--- src/job_queue_busy_time_tracker_top_defines.svh ---
// Assertion macros for the job queue busy-time tracker.
// Included by the top level; no other dependencies.
`ifndef JOB_QUEUE_BUSY_TIME_TRACKER_TOP_DEFINES_SVH
`define JOB_QUEUE_BUSY_TIME_TRACKER_TOP_DEFINES_SVH

// generic clocked assertion with an explicit clock and active-low reset
`define JQBT_ASSERT_AT(label, clk, rst_n, prop, msg) \
  label: assert property (@(posedge clk) disable iff (!rst_n) prop) else $error(msg);

// assertion on the block's own clock and reset
`define JQBT_ASSERT(label, prop, msg) \
  `JQBT_ASSERT_AT(label, clk_i, rst_ni, prop, msg)

`endif

--- src/jqbt_pkg.sv ---
// Package for the job queue busy-time tracker: widths, reset values, codes.
// No dependencies.
`default_nettype none

package jqbt_pkg;

  localparam int unsigned TIME_WIDTH_DEF  = 48;
  localparam int unsigned COUNT_WIDTH_DEF = 16;
  localparam int unsigned SUM_WIDTH       = 32;
  localparam int unsigned PERIOD_WIDTH    = 32;
  localparam int unsigned APB_DATA_WIDTH  = 32;
  localparam int unsigned APB_ADDR_WIDTH  = 3;

  localparam logic [PERIOD_WIDTH-1:0] PERIOD_RESET = 32'd1000000;

  typedef enum logic [2:0] {
    OP_QUEUED     = 3'd0,
    OP_STARTED    = 3'd1,
    OP_HW_DONE    = 3'd2,
    OP_SOFT_STOP  = 3'd3,
    OP_POWER_DOWN = 3'd4,
    OP_ADD_SUM    = 3'd5,
    OP_RESET_SUM  = 3'd6,
    OP_NOP        = 3'd7
  } opcode_e;

  // register index, taken from paddr above the byte offset
  typedef enum logic [0:0] {
    REG_UPDATE_PERIOD = 1'b0
  } reg_idx_e;

endpackage

`default_nettype wire

--- src/jqbt_if.sv ---
// Valid/ready channel interfaces for the tracker's event input and result output.
// Depends on jqbt_pkg.
`default_nettype none

interface jqbt_in_if #(
  parameter int unsigned TIME_WIDTH = jqbt_pkg::TIME_WIDTH_DEF
) ();
  logic                  valid;
  logic                  ready;
  logic [2:0]            opcode;
  logic [TIME_WIDTH-1:0] timestamp;

  modport source (output valid, output opcode, output timestamp, input ready);
  modport sink   (input valid, input opcode, input timestamp, output ready);
endinterface

interface jqbt_out_if #(
  parameter int unsigned TIME_WIDTH  = jqbt_pkg::TIME_WIDTH_DEF,
  parameter int unsigned COUNT_WIDTH = jqbt_pkg::COUNT_WIDTH_DEF
) ();
  logic                              valid;
  logic                              ready;
  logic signed [COUNT_WIDTH-1:0]     waiting_count;
  logic signed [COUNT_WIDTH-1:0]     running_count;
  logic [COUNT_WIDTH-1:0]            pending_inputs;
  logic [jqbt_pkg::SUM_WIDTH-1:0]    pending_sum;
  logic [TIME_WIDTH-1:0]             both_busy_time;
  logic [TIME_WIDTH-1:0]             hw_busy_time;
  logic                              time_updated;

  modport source (output valid, output waiting_count, output running_count,
                  output pending_inputs, output pending_sum, output both_busy_time,
                  output hw_busy_time, output time_updated, input ready);
  modport sink   (input valid, input waiting_count, input running_count,
                  input pending_inputs, input pending_sum, input both_busy_time,
                  input hw_busy_time, input time_updated, output ready);
endinterface

`default_nettype wire

--- src/job_queue_busy_time_tracker_top.sv ---
// Job queue busy-time tracker, top level: event state, busy-time accounting,
// result buffering and the APB register. Depends on jqbt_pkg, jqbt_if and the defines header.
`default_nettype none
`include "job_queue_busy_time_tracker_top_defines.svh"

// The tracker takes one event word per clock while its ready is high and returns
// one result word per event, registered in the output register or skid entry.
// All state (waiting and running job counts, the saturating pending-input
// count and its sum, both busy-time accumulators and the last update time) is
// updated in the accept cycle by a single pass of logic; the longest path is
// the TIME_WIDTH elapsed-time subtract feeding the period compare and the
// accumulator add. Results go to an output register backed by one skid entry,
// so the input keeps accepting while a result waits and stalls only once two
// results are held. Opcode seven is a no-op that just reports the state. The
// update_period register sits at byte address 0 of the APB port; it is meant
// to be written while no events are in flight. pready is tied high.
module job_queue_busy_time_tracker_top #(
  parameter int unsigned TIME_WIDTH  = jqbt_pkg::TIME_WIDTH_DEF,
  parameter int unsigned COUNT_WIDTH = jqbt_pkg::COUNT_WIDTH_DEF
) (
  input  logic                                  clk_i,
  input  logic                                  rst_ni,
  jqbt_in_if.sink                               in_i,
  jqbt_out_if.source                            out_o,
  input  logic                                  psel,
  input  logic                                  penable,
  input  logic                                  pwrite,
  input  logic [jqbt_pkg::APB_ADDR_WIDTH-1:0]   paddr,
  input  logic [jqbt_pkg::APB_DATA_WIDTH-1:0]   pwdata,
  output logic [jqbt_pkg::APB_DATA_WIDTH-1:0]   prdata,
  output logic                                  pready
);

  localparam int unsigned PW   = jqbt_pkg::PERIOD_WIDTH;
  localparam int unsigned SW   = jqbt_pkg::SUM_WIDTH;
  // compare width for elapsed time against twice the period
  localparam int unsigned CmpW = (TIME_WIDTH > PW + 1) ? TIME_WIDTH : PW + 1;

  typedef logic signed [COUNT_WIDTH-1:0] cnt_t;
  typedef logic signed [COUNT_WIDTH:0]   tot_t;

  localparam cnt_t CntOne  = cnt_t'(1);
  localparam cnt_t CntZero = cnt_t'(0);

  typedef struct packed {
    logic signed [COUNT_WIDTH-1:0] waiting_count;
    logic signed [COUNT_WIDTH-1:0] running_count;
    logic [COUNT_WIDTH-1:0]        pending_inputs;
    logic [SW-1:0]                 pending_sum;
    logic [TIME_WIDTH-1:0]         both_busy_time;
    logic [TIME_WIDTH-1:0]         hw_busy_time;
    logic                          time_updated;
  } res_t;

  // ---------------------------------------------------------------------------
  // State
  // ---------------------------------------------------------------------------
  cnt_t                  waiting_q, waiting_d;
  cnt_t                  running_q, running_d;
  logic [COUNT_WIDTH-1:0] input_q, input_d;
  logic [SW-1:0]         sum_q, sum_d;
  logic [TIME_WIDTH-1:0] both_q, both_d;
  logic [TIME_WIDTH-1:0] hw_q, hw_d;
  logic [TIME_WIDTH-1:0] last_q, last_d;
  logic [PW-1:0]         period_q;

  logic in_fire;
  logic out_fire;
  logic out_valid_q;
  logic skid_valid_q;
  res_t out_q;
  res_t skid_q;
  res_t res_d;

  jqbt_pkg::opcode_e op;
  assign op = jqbt_pkg::opcode_e'(in_i.opcode);

  // ---------------------------------------------------------------------------
  // Job-event count updates
  // ---------------------------------------------------------------------------
  cnt_t                   w_new, r_new;
  logic [COUNT_WIDTH-1:0] inp_new;
  logic                   inp_full, inp_empty;

  assign inp_full  = (input_q == {COUNT_WIDTH{1'b1}});
  assign inp_empty = (input_q == '0);

  always_comb begin
    w_new   = waiting_q;
    r_new   = running_q;
    inp_new = input_q;
    unique case (op)
      jqbt_pkg::OP_QUEUED: begin
        w_new   = waiting_q + CntOne;
        inp_new = inp_full ? input_q : input_q + COUNT_WIDTH'(1);
      end
      jqbt_pkg::OP_STARTED: begin
        w_new   = waiting_q - CntOne;
        r_new   = running_q + CntOne;
        inp_new = inp_empty ? input_q : input_q - COUNT_WIDTH'(1);
      end
      jqbt_pkg::OP_HW_DONE: begin
        r_new   = running_q - CntOne;
      end
      jqbt_pkg::OP_SOFT_STOP: begin
        w_new   = waiting_q + CntOne;
        r_new   = running_q - CntOne;
        inp_new = inp_full ? input_q : input_q + COUNT_WIDTH'(1);
      end
      default: begin
      end
    endcase
  end

  // ---------------------------------------------------------------------------
  // Busy-time update decision
  // ---------------------------------------------------------------------------
  logic [TIME_WIDTH-1:0] last0;   // last update time after first-use fill
  logic [TIME_WIDTH-1:0] diff;
  logic                  pboth, phw, cboth, chw;
  logic                  act_edge, slow_done, need;
  tot_t                  new_total;
  logic                  neg_total;

  assign last0     = (last_q == '0) ? in_i.timestamp : last_q;
  assign diff      = in_i.timestamp - last0;
  assign pboth     = (waiting_q > CntZero) && (running_q > CntZero);
  assign phw       = (running_q > CntZero);
  assign cboth     = (w_new > CntZero) && (r_new > CntZero);
  assign chw       = (r_new > CntZero);
  assign act_edge  = (pboth != cboth) || (phw != chw);
  // completion with no activity change: update only after a long gap
  assign slow_done = (running_q > r_new) && (CmpW'(diff) > CmpW'({period_q, 1'b0}));
  assign need      = act_edge || slow_done;
  assign new_total = $signed({w_new[COUNT_WIDTH-1], w_new})
                   + $signed({r_new[COUNT_WIDTH-1], r_new});
  assign neg_total = new_total[COUNT_WIDTH];

  // ---------------------------------------------------------------------------
  // Next state and result word
  // ---------------------------------------------------------------------------
  logic upd;

  always_comb begin
    waiting_d = waiting_q;
    running_d = running_q;
    input_d   = input_q;
    sum_d     = sum_q;
    both_d    = both_q;
    hw_d      = hw_q;
    last_d    = last_q;
    upd       = 1'b0;
    unique case (op)
      jqbt_pkg::OP_QUEUED, jqbt_pkg::OP_STARTED,
      jqbt_pkg::OP_HW_DONE, jqbt_pkg::OP_SOFT_STOP: begin
        waiting_d = w_new;
        running_d = r_new;
        input_d   = inp_new;
        last_d    = need ? in_i.timestamp : last0;
        both_d    = (need && pboth) ? both_q + diff : both_q;
        hw_d      = (need && phw) ? hw_q + diff : hw_q;
        upd       = need;
        if (neg_total) begin
          waiting_d = CntZero;
          running_d = CntZero;
          input_d   = '0;
          both_d    = '0;
          hw_d      = '0;
          last_d    = '0;
        end
      end
      jqbt_pkg::OP_POWER_DOWN: begin
        waiting_d = CntZero;
        running_d = CntZero;
        input_d   = '0;
        both_d    = '0;
        hw_d      = '0;
        last_d    = '0;
      end
      jqbt_pkg::OP_ADD_SUM: begin
        sum_d = sum_q + SW'(input_q);
      end
      jqbt_pkg::OP_RESET_SUM: begin
        sum_d  = '0;
        both_d = '0;
        hw_d   = '0;
      end
      jqbt_pkg::OP_NOP: begin
      end
    endcase

    res_d.waiting_count  = waiting_d;
    res_d.running_count  = running_d;
    res_d.pending_inputs = input_d;
    res_d.pending_sum    = sum_d;
    res_d.both_busy_time = both_d;
    res_d.hw_busy_time   = hw_d;
    res_d.time_updated   = upd;
  end

  always_ff @(posedge clk_i or negedge rst_ni) begin
    if (!rst_ni) begin
      waiting_q <= CntZero;
      running_q <= CntZero;
      input_q   <= '0;
      sum_q     <= '0;
      both_q    <= '0;
      hw_q      <= '0;
      last_q    <= '0;
    end else if (in_fire) begin
      waiting_q <= waiting_d;
      running_q <= running_d;
      input_q   <= input_d;
      sum_q     <= sum_d;
      both_q    <= both_d;
      hw_q      <= hw_d;
      last_q    <= last_d;
    end
  end

  // ---------------------------------------------------------------------------
  // Result register plus skid entry
  // ---------------------------------------------------------------------------
  assign in_i.ready = !skid_valid_q;
  assign in_fire    = in_i.valid && in_i.ready;
  assign out_fire   = out_valid_q && out_o.ready;

  always_ff @(posedge clk_i or negedge rst_ni) begin
    if (!rst_ni) begin
      out_valid_q  <= 1'b0;
      skid_valid_q <= 1'b0;
    end else begin
      if (out_fire || !out_valid_q) begin
        out_valid_q <= skid_valid_q || in_fire;
      end
      if (skid_valid_q) begin
        if (out_fire) begin
          skid_valid_q <= 1'b0;
        end
      end else if (in_fire && out_valid_q && !out_o.ready) begin
        skid_valid_q <= 1'b1;
      end
    end
  end

  always_ff @(posedge clk_i) begin
    if (out_fire || !out_valid_q) begin
      out_q <= skid_valid_q ? skid_q : res_d;
    end
    if (!skid_valid_q && in_fire && out_valid_q && !out_o.ready) begin
      skid_q <= res_d;
    end
  end

  assign out_o.valid          = out_valid_q;
  assign out_o.waiting_count  = out_q.waiting_count;
  assign out_o.running_count  = out_q.running_count;
  assign out_o.pending_inputs = out_q.pending_inputs;
  assign out_o.pending_sum    = out_q.pending_sum;
  assign out_o.both_busy_time = out_q.both_busy_time;
  assign out_o.hw_busy_time   = out_q.hw_busy_time;
  assign out_o.time_updated   = out_q.time_updated;

  // ---------------------------------------------------------------------------
  // APB register
  // ---------------------------------------------------------------------------
  logic reg_idx;
  logic apb_wr;

  assign reg_idx = paddr[jqbt_pkg::APB_ADDR_WIDTH-1];
  assign apb_wr  = psel && penable && pwrite && pready;
  assign pready  = 1'b1;
  assign prdata  = (reg_idx == jqbt_pkg::REG_UPDATE_PERIOD) ? period_q : '0;

  always_ff @(posedge clk_i or negedge rst_ni) begin
    if (!rst_ni) begin
      period_q <= jqbt_pkg::PERIOD_RESET;
    end else if (apb_wr && (reg_idx == jqbt_pkg::REG_UPDATE_PERIOD)) begin
      period_q <= pwdata[PW-1:0];
    end
  end

  // ---------------------------------------------------------------------------
  // Assertions
  // ---------------------------------------------------------------------------
  tot_t state_total;
  logic job_op;     // word is one of the four job events
  logic sum_op;     // word may move the pending sum
  logic pd_fire;
  logic pd_clear;

  assign state_total = $signed({waiting_q[COUNT_WIDTH-1], waiting_q})
                     + $signed({running_q[COUNT_WIDTH-1], running_q});
  assign job_op   = (op == jqbt_pkg::OP_QUEUED) || (op == jqbt_pkg::OP_STARTED)
                 || (op == jqbt_pkg::OP_HW_DONE) || (op == jqbt_pkg::OP_SOFT_STOP);
  assign sum_op   = (op == jqbt_pkg::OP_ADD_SUM) || (op == jqbt_pkg::OP_RESET_SUM);
  assign pd_fire  = in_fire && (op == jqbt_pkg::OP_POWER_DOWN);
  assign pd_clear = (waiting_q == CntZero) && (running_q == CntZero)
                 && (input_q == '0) && (last_q == '0);

  `JQBT_ASSERT(a_skid_needs_out, skid_valid_q |-> out_valid_q, "skid held without result")
  `JQBT_ASSERT(a_total_nonneg, !state_total[COUNT_WIDTH], "negative job total kept")
  `JQBT_ASSERT(a_upd_job_only, in_fire && !job_op |-> !upd, "update flagged on non-job op")
  `JQBT_ASSERT(a_power_down_clears, pd_fire |=> pd_clear, "power down left state")
  `JQBT_ASSERT(a_sum_stable, in_fire && !sum_op |=> $stable(sum_q), "pending sum moved")

endmodule

`default_nettype wire

--- src/flat_wrapper.sv ---
// flat-port wrapper written by rule: the top's interface ports become plain ports
module job_queue_busy_time_tracker_top_flat 
#(
  parameter int unsigned TIME_WIDTH  = jqbt_pkg::TIME_WIDTH_DEF,
  parameter int unsigned COUNT_WIDTH = jqbt_pkg::COUNT_WIDTH_DEF
)
  (clk_i, rst_ni, psel, penable, pwrite, paddr, pwdata, prdata, pready, in_i_valid, in_i_opcode, in_i_timestamp, in_i_ready, out_o_valid, out_o_waiting_count, out_o_running_count, out_o_pending_inputs, out_o_pending_sum, out_o_both_busy_time, out_o_hw_busy_time, out_o_time_updated, out_o_ready);
  jqbt_in_if #(.TIME_WIDTH(TIME_WIDTH)) in_i_i ();
  jqbt_out_if #(.TIME_WIDTH(TIME_WIDTH), .COUNT_WIDTH(COUNT_WIDTH)) out_o_i ();
  input  logic clk_i;
  input  logic rst_ni;
  input  logic psel;
  input  logic penable;
  input  logic pwrite;
  input  logic [jqbt_pkg::APB_ADDR_WIDTH-1:0] paddr;
  input  logic [jqbt_pkg::APB_DATA_WIDTH-1:0] pwdata;
  output logic [jqbt_pkg::APB_DATA_WIDTH-1:0] prdata;
  output logic pready;
  input wire logic [$bits(in_i_i.valid)-1:0] in_i_valid;
  input wire logic [$bits(in_i_i.opcode)-1:0] in_i_opcode;
  input wire logic [$bits(in_i_i.timestamp)-1:0] in_i_timestamp;
  output wire logic [$bits(in_i_i.ready)-1:0] in_i_ready;
  output wire logic [$bits(out_o_i.valid)-1:0] out_o_valid;
  output wire logic [$bits(out_o_i.waiting_count)-1:0] out_o_waiting_count;
  output wire logic [$bits(out_o_i.running_count)-1:0] out_o_running_count;
  output wire logic [$bits(out_o_i.pending_inputs)-1:0] out_o_pending_inputs;
  output wire logic [$bits(out_o_i.pending_sum)-1:0] out_o_pending_sum;
  output wire logic [$bits(out_o_i.both_busy_time)-1:0] out_o_both_busy_time;
  output wire logic [$bits(out_o_i.hw_busy_time)-1:0] out_o_hw_busy_time;
  output wire logic [$bits(out_o_i.time_updated)-1:0] out_o_time_updated;
  input wire logic [$bits(out_o_i.ready)-1:0] out_o_ready;
  assign in_i_i.valid = in_i_valid;
  assign in_i_i.opcode = in_i_opcode;
  assign in_i_i.timestamp = in_i_timestamp;
  assign in_i_ready = in_i_i.ready;
  assign out_o_valid = out_o_i.valid;
  assign out_o_waiting_count = out_o_i.waiting_count;
  assign out_o_running_count = out_o_i.running_count;
  assign out_o_pending_inputs = out_o_i.pending_inputs;
  assign out_o_pending_sum = out_o_i.pending_sum;
  assign out_o_both_busy_time = out_o_i.both_busy_time;
  assign out_o_hw_busy_time = out_o_i.hw_busy_time;
  assign out_o_time_updated = out_o_i.time_updated;
  assign out_o_i.ready = out_o_ready;
  job_queue_busy_time_tracker_top #(.TIME_WIDTH(TIME_WIDTH), .COUNT_WIDTH(COUNT_WIDTH)) u_core (.clk_i(clk_i), .rst_ni(rst_ni), .in_i(in_i_i), .out_o(out_o_i), .psel(psel), .penable(penable), .pwrite(pwrite), .paddr(paddr), .pwdata(pwdata), .prdata(prdata), .pready(pready));
endmodule
--- config.mk ---
export PLATFORM = sky130hd
export DESIGN_NAME = job_queue_busy_time_tracker_top_flat
export DESIGN_NICKNAME = d
export VERILOG_FILES = /design/src/jqbt_pkg.sv /design/src/jqbt_if.sv /design/src/job_queue_busy_time_tracker_top.sv /design/src/flat_wrapper.sv
export VERILOG_INCLUDE_DIRS = /design/src /design/src/src
export SDC_FILE = /design/constraint.sdc
export NUM_CORES = 2
export LEC_CHECK = 0
export ABC_CLOCK_PERIOD_IN_PS = 40400
export CAP_MARGIN = 30
export CORE_MARGIN = 4
export CORE_UTILIZATION = 59
export DETAILED_ROUTE_END_ITERATION = 8
export DONT_BUFFER_PORTS = 1
export GPL_ROUTABILITY_DRIVEN = 0
export PLACE_DENSITY = 0.75
export SLEW_MARGIN = 20
export SYNTH_ARGS = -nofsm -noshare
export SYNTH_HDL_FRONTEND = slang
export SYNTH_SLANG_ARGS = --single-unit
--- constraint.sdc ---
create_clock -name clk_i -period 40.4 [get_ports clk_i]
set_clock_uncertainty 0.15 [all_clocks]
set_input_delay 8.08 -clock clk_i [delete_from_list [all_inputs] [get_ports clk_i]]
set_output_delay 8.08 -clock clk_i [all_outputs]
set_load 0.02 [all_outputs]
==> impl_summary.md <==
Outcome
The run finished with clean final reports.

Critical path
The critical path contains buffers and inverters numbering 0 combined. The cell at the slowest stage of the critical path is sky130_fd_sc_hd__nor2_1. The signal on the critical path passes through nor2_1. The maximum net fanout on the critical path is 33.

The nature of the critical path startpoint is an input port. The critical path capture point type is an output port. At the worst endpoint, the required time is ~32000 ps. The dominant delay contributor by cell family on the critical path is simple AND/OR/NAND/NOR gates. The worst setup path category is input port to output port. For this run, the slowest stage of the critical path takes 320 ps. Data on the critical path arrives at its endpoint at 8400 ps.

Drt
In the final routed layout, each cell accounts on average for 22.9 um. In this run the remaining antenna-violating nets after routing total 0. The DRC violation count after routing is 0. The via density per instance is slightly below 7. The via count is 29900.

The wire length the detailed router placed on met1 is between 40000 and 50000 um. The total wire length is 102000 um. The routed length on met3 is between 8000 and 9000 um. Signal routing reaches up to met4. The initial detailed-routing violation count is 2753. The number of optimization iterations in the first detailed-route pass is 6. Wire segments on met2 add up to 47100 um in the final route.

Clocking
Buffers added to address setup during post-CTS repair amount to 0. The clock transition at the register clock pins on the worst setup and hold paths after CTS is 50 ps. The number of H-tree branching levels is 3.

The number of sinks handled by clock tree synthesis is 612. The clock reaches the later pin of the worst-skew pair after 620 ps. The clock root buffer is sky130_fd_sc_hd__clkbuf_16.

For this design, the CTS-stage hold fixing added 0 buffers. The number of clock buffers added by TritonCTS is 67. The buffer levels on the longest clock path is 3. The total of cells resized after clock tree synthesis is 0. TritonCTS built the clock tree.

STA
Setup repair after global routing left no endpoint under its margin. The normalized max-slew margin is 0.290. The worst setup slack after layout is approximately 24000 ps.

Setup violations remaining at the end of the flow were counted as 0. The routed design could run at a clock period as short as 16630 ps. The number of failing hold endpoints at the final stage is 0. The number of pins with negative max-slew slack in the final report is 0. The worst-case hold slack is 354 ps. For this run, the top clock speed supported by timing is ~0.060 GHz.

The actual slew at the worst max-slew pin is approximately 1100 ps. Of the available clock period, the critical path in the final layout requires 0.412. After routing, the total negative slack on setup checks comes to 0 ps.

Place
The placement-stage worst setup slack is 23760 ps. The half-perimeter wire length of the detailed placement result is ~71000 um. The post-placement cell count is 4322. After detailed placement, the total cell area comes to 38600 um2. During placement, the flow inserted port buffers numbering 0.

Layout
In the final layout, the share of cells above drive strength 1 is 0.121. The post-layout instance count excluding filler cells is 4447. Summing all multi-input logic gate instances after layout gives 19800 um2.

The area overhead of the layout relative to synthesis is 7.86%. After filler insertion, the fill cell instance count of the layout stands at a little under 5000. The antenna diode count is 0. Once layout is complete, the utilization of the core stands at 0.646.

The cell area after layout is 41000 um2. The final layout net count is 3897. Across the whole layout, storage elements account for 17100 um2.

Synth
After synthesis the netlist holds a flip-flop and latch count of 612. The most used flip-flop cell after synthesis is sky130_fd_sc_hd__edfxtp_1. Dividing the synthesized area by the synthesized cell count gives ~10 um2.

After technology mapping, the gate count stands at 3617. In this run, synthesis inferred 354 flip-flops with an integrated enable. The number of nets in the synthesized netlist is between 3000 and 4000. Yosys printed 0 warnings. The post-synthesis sequential area ratio is 0.450. The cell area that synthesis handed to floorplanning was 38000 um2.

The synthesized netlist contains 96 unique library cells. The share of flip-flops with an asynchronous set or reset is 0.422.

Power
In this run the power density over the cells is 101 nW/um2. The leakage power figure is 17.1 nW. The total design power is approximately 4.1 mW. The largest vdd supply drop is between 0.07 and 0.08 mV.

Die
After floorplanning, the core was divided into 92 placement rows. The die covers about 68000 um2. around 310 I/O pins were placed. The die is 262 um tall. The core outline area is 63400 um2. For this configuration, the core starts out at a cell density of 0.599. In this run the horizontal extent of the chip is 262 um.

Global routing
The via count of the first global-routing pass came to roughly 29000. The pin count of the biggest net entering global routing is 259. The initial antenna violation count is 1. The first global-routing pass estimated 159000 um of wire. After global routing the overflow that remains totals 0.

The global-route usage over all layers is 0.289.

Worst hold path
In this run the worst hold path is classified as register to register.

Job
Across the run, the number of max-cap violations was 0.
==> layer usage <==
metal / global-route usage / vias to the layer above
met2: 0.471 / 1455
met3: 0.0601 / 290
li1: - / 13600
met4: 0.123 / 0
met1: 0.377 / 14500
met5: 0 / -
==> cells in the mapped netlist, types with 70 or more instances <==
cell                       instances  area, um2
sky130_fd_sc_hd__a21oi_1         269       1350
sky130_fd_sc_hd__a21o_1           96        721
sky130_fd_sc_hd__o21ai_0         228       1140
sky130_fd_sc_hd__edfxtp_1        354      10600
sky130_fd_sc_hd__ha_1            250       3130
sky130_fd_sc_hd__inv_1           113        424
sky130_fd_sc_hd__a22o_1          148       1300
sky130_fd_sc_hd__nand2_1         352       1320
sky130_fd_sc_hd__clkbuf_1        125        469
sky130_fd_sc_hd__nor2_1          202        758
sky130_fd_sc_hd__o31ai_1          70        526
sky130_fd_sc_hd__dfrtp_1         251       6280
sky130_fd_sc_hd__xnor2_1          90        788
sky130_fd_sc_hd__mux2_2          209       2350
==> state kept, by name, indices dropped and copies added (netlist names) <==
register,cells
u_core.both_q,48
u_core.hw_q,48
u_core.input_q,16
u_core.last_q,48
u_core.out_o.both_busy_time,48
u_core.out_o.hw_busy_time,48
u_core.out_o.pending_inputs,16
u_core.out_o.pending_sum,32
u_core.out_o.running_count,16
u_core.out_o.time_updated,1
u_core.out_o.valid,1
u_core.out_o.waiting_count,16
u_core.period_q,32
u_core.running_q,16
u_core.skid_q,177
u_core.skid_valid_q,1
u_core.sum_q,32
u_core.waiting_q,16
==> final timing paths <==
check / from / end / slack [ps] / cells past startpoint
min: u_core.period_q[22] / u_core.period_q[22] / 350 / 1
max in group asynchronous: rst_ni / u_core.running_q[11] / 32570 / 0
max reg2reg: u_core.last_q[43] / u_core.out_o.both_busy_time[10] / 31010 / 28
max: paddr[2] / prdata[26] / 23770 / 1
min reg2reg: u_core.period_q[22] / u_core.period_q[22] / 350 / 1
min in group asynchronous: rst_ni / u_core.last_q[36] / 7030 / 0
==> report_power, final <==
group	switching [mW]	total [mW]	internal, mW	leakage (nW)
sequential	0.241	1.17	0.927	6.92
combinational	1.45	2.34	0.890	9.03
clock	0.258	0.637	0.379	1.10
total	1.95	4.15	2.20	17.1
==> placed cells by master, fill, tap and decap left out, types with 16 or more instances in the layout <==
cell type and instances:
sky130_fd_sc_hd__nand2_1 351, sky130_fd_sc_hd__xor2_1 68, sky130_fd_sc_hd__a21o_1 96, sky130_fd_sc_hd__a32o_1 53, sky130_fd_sc_hd__nor2_1 201, sky130_fd_sc_hd__and3_1 33, sky130_fd_sc_hd__xnor2_1 90, sky130_fd_sc_hd__nand4_1 35
sky130_fd_sc_hd__nor4_1 24, sky130_fd_sc_hd__nand2b_1 24, sky130_fd_sc_hd__a22o_1 148, sky130_fd_sc_hd__nand3_1 56, sky130_fd_sc_hd__buf_4 27, sky130_fd_sc_hd__o21a_1 37, sky130_fd_sc_hd__and2_1 18, sky130_fd_sc_hd__o21ai_0 227
sky130_fd_sc_hd__o211ai_1 22, sky130_fd_sc_hd__edfxtp_1 354, sky130_fd_sc_hd__a21oi_1 267, sky130_fd_sc_hd__a31oi_1 37, sky130_fd_sc_hd__o2bb2ai_2 30, sky130_fd_sc_hd__mux2_2 209, sky130_fd_sc_hd__nor3_1 55, sky130_fd_sc_hd__o31ai_1 70
sky130_fd_sc_hd__a211oi_1 28, sky130_fd_sc_hd__dfrtp_1 251, sky130_fd_sc_hd__inv_1 113, sky130_fd_sc_hd__o21bai_1 16, sky130_fd_sc_hd__ha_1 250, sky130_fd_sc_hd__nor2b_1 38, sky130_fd_sc_hd__clkbuf_16 72
==> worst reg2reg max path, delay by kind of cell, from the launching register on <==
family / cells / cell delay (ps)
flip-flops: 1 / 390
multiplexers: 1 / 330
AND/OR/NAND/NOR: 11 / 3670
adder cells (fa/ha/maj): 2 / 580
AO/OA/AOI/OAI: 11 / 2580
buffers and inverters: 2 / 1020
XOR/XNOR: 1 / 430
==> area by class of cell <==
type | count | area share
Sequential cell | 612 | 0.417
Timing Repair Buffer | 32 | 0.00736
Inverter | 115 | 0.0107
Tap cell | 846 | 0.0258
Clock buffer | 86 | 0.0465
Multi-Input combinational cell | 2720 | 0.483
Clock inverter | 36 | 0.00925
==> cells by family (layout without fill, tap and decap cells) <==
group | count (synthesis) | in the layout | synth area share
flip-flops | 612 | 612 | 0.450
multiplexers | 223 | 223 | 0.0657
adder cells (fa/ha/maj) | 256 | 256 | 0.0855
XOR/XNOR | 158 | 158 | 0.0364
buffers and inverters | 285 | 269 | 0.0313
other | 1 | 1 | 0.0000987
AND/OR/NAND/NOR | 918 | 918 | 0.114
AO/OA/AOI/OAI | 1164 | 1164 | 0.216
No activity file was read; power rests on OpenSTA's default activity.
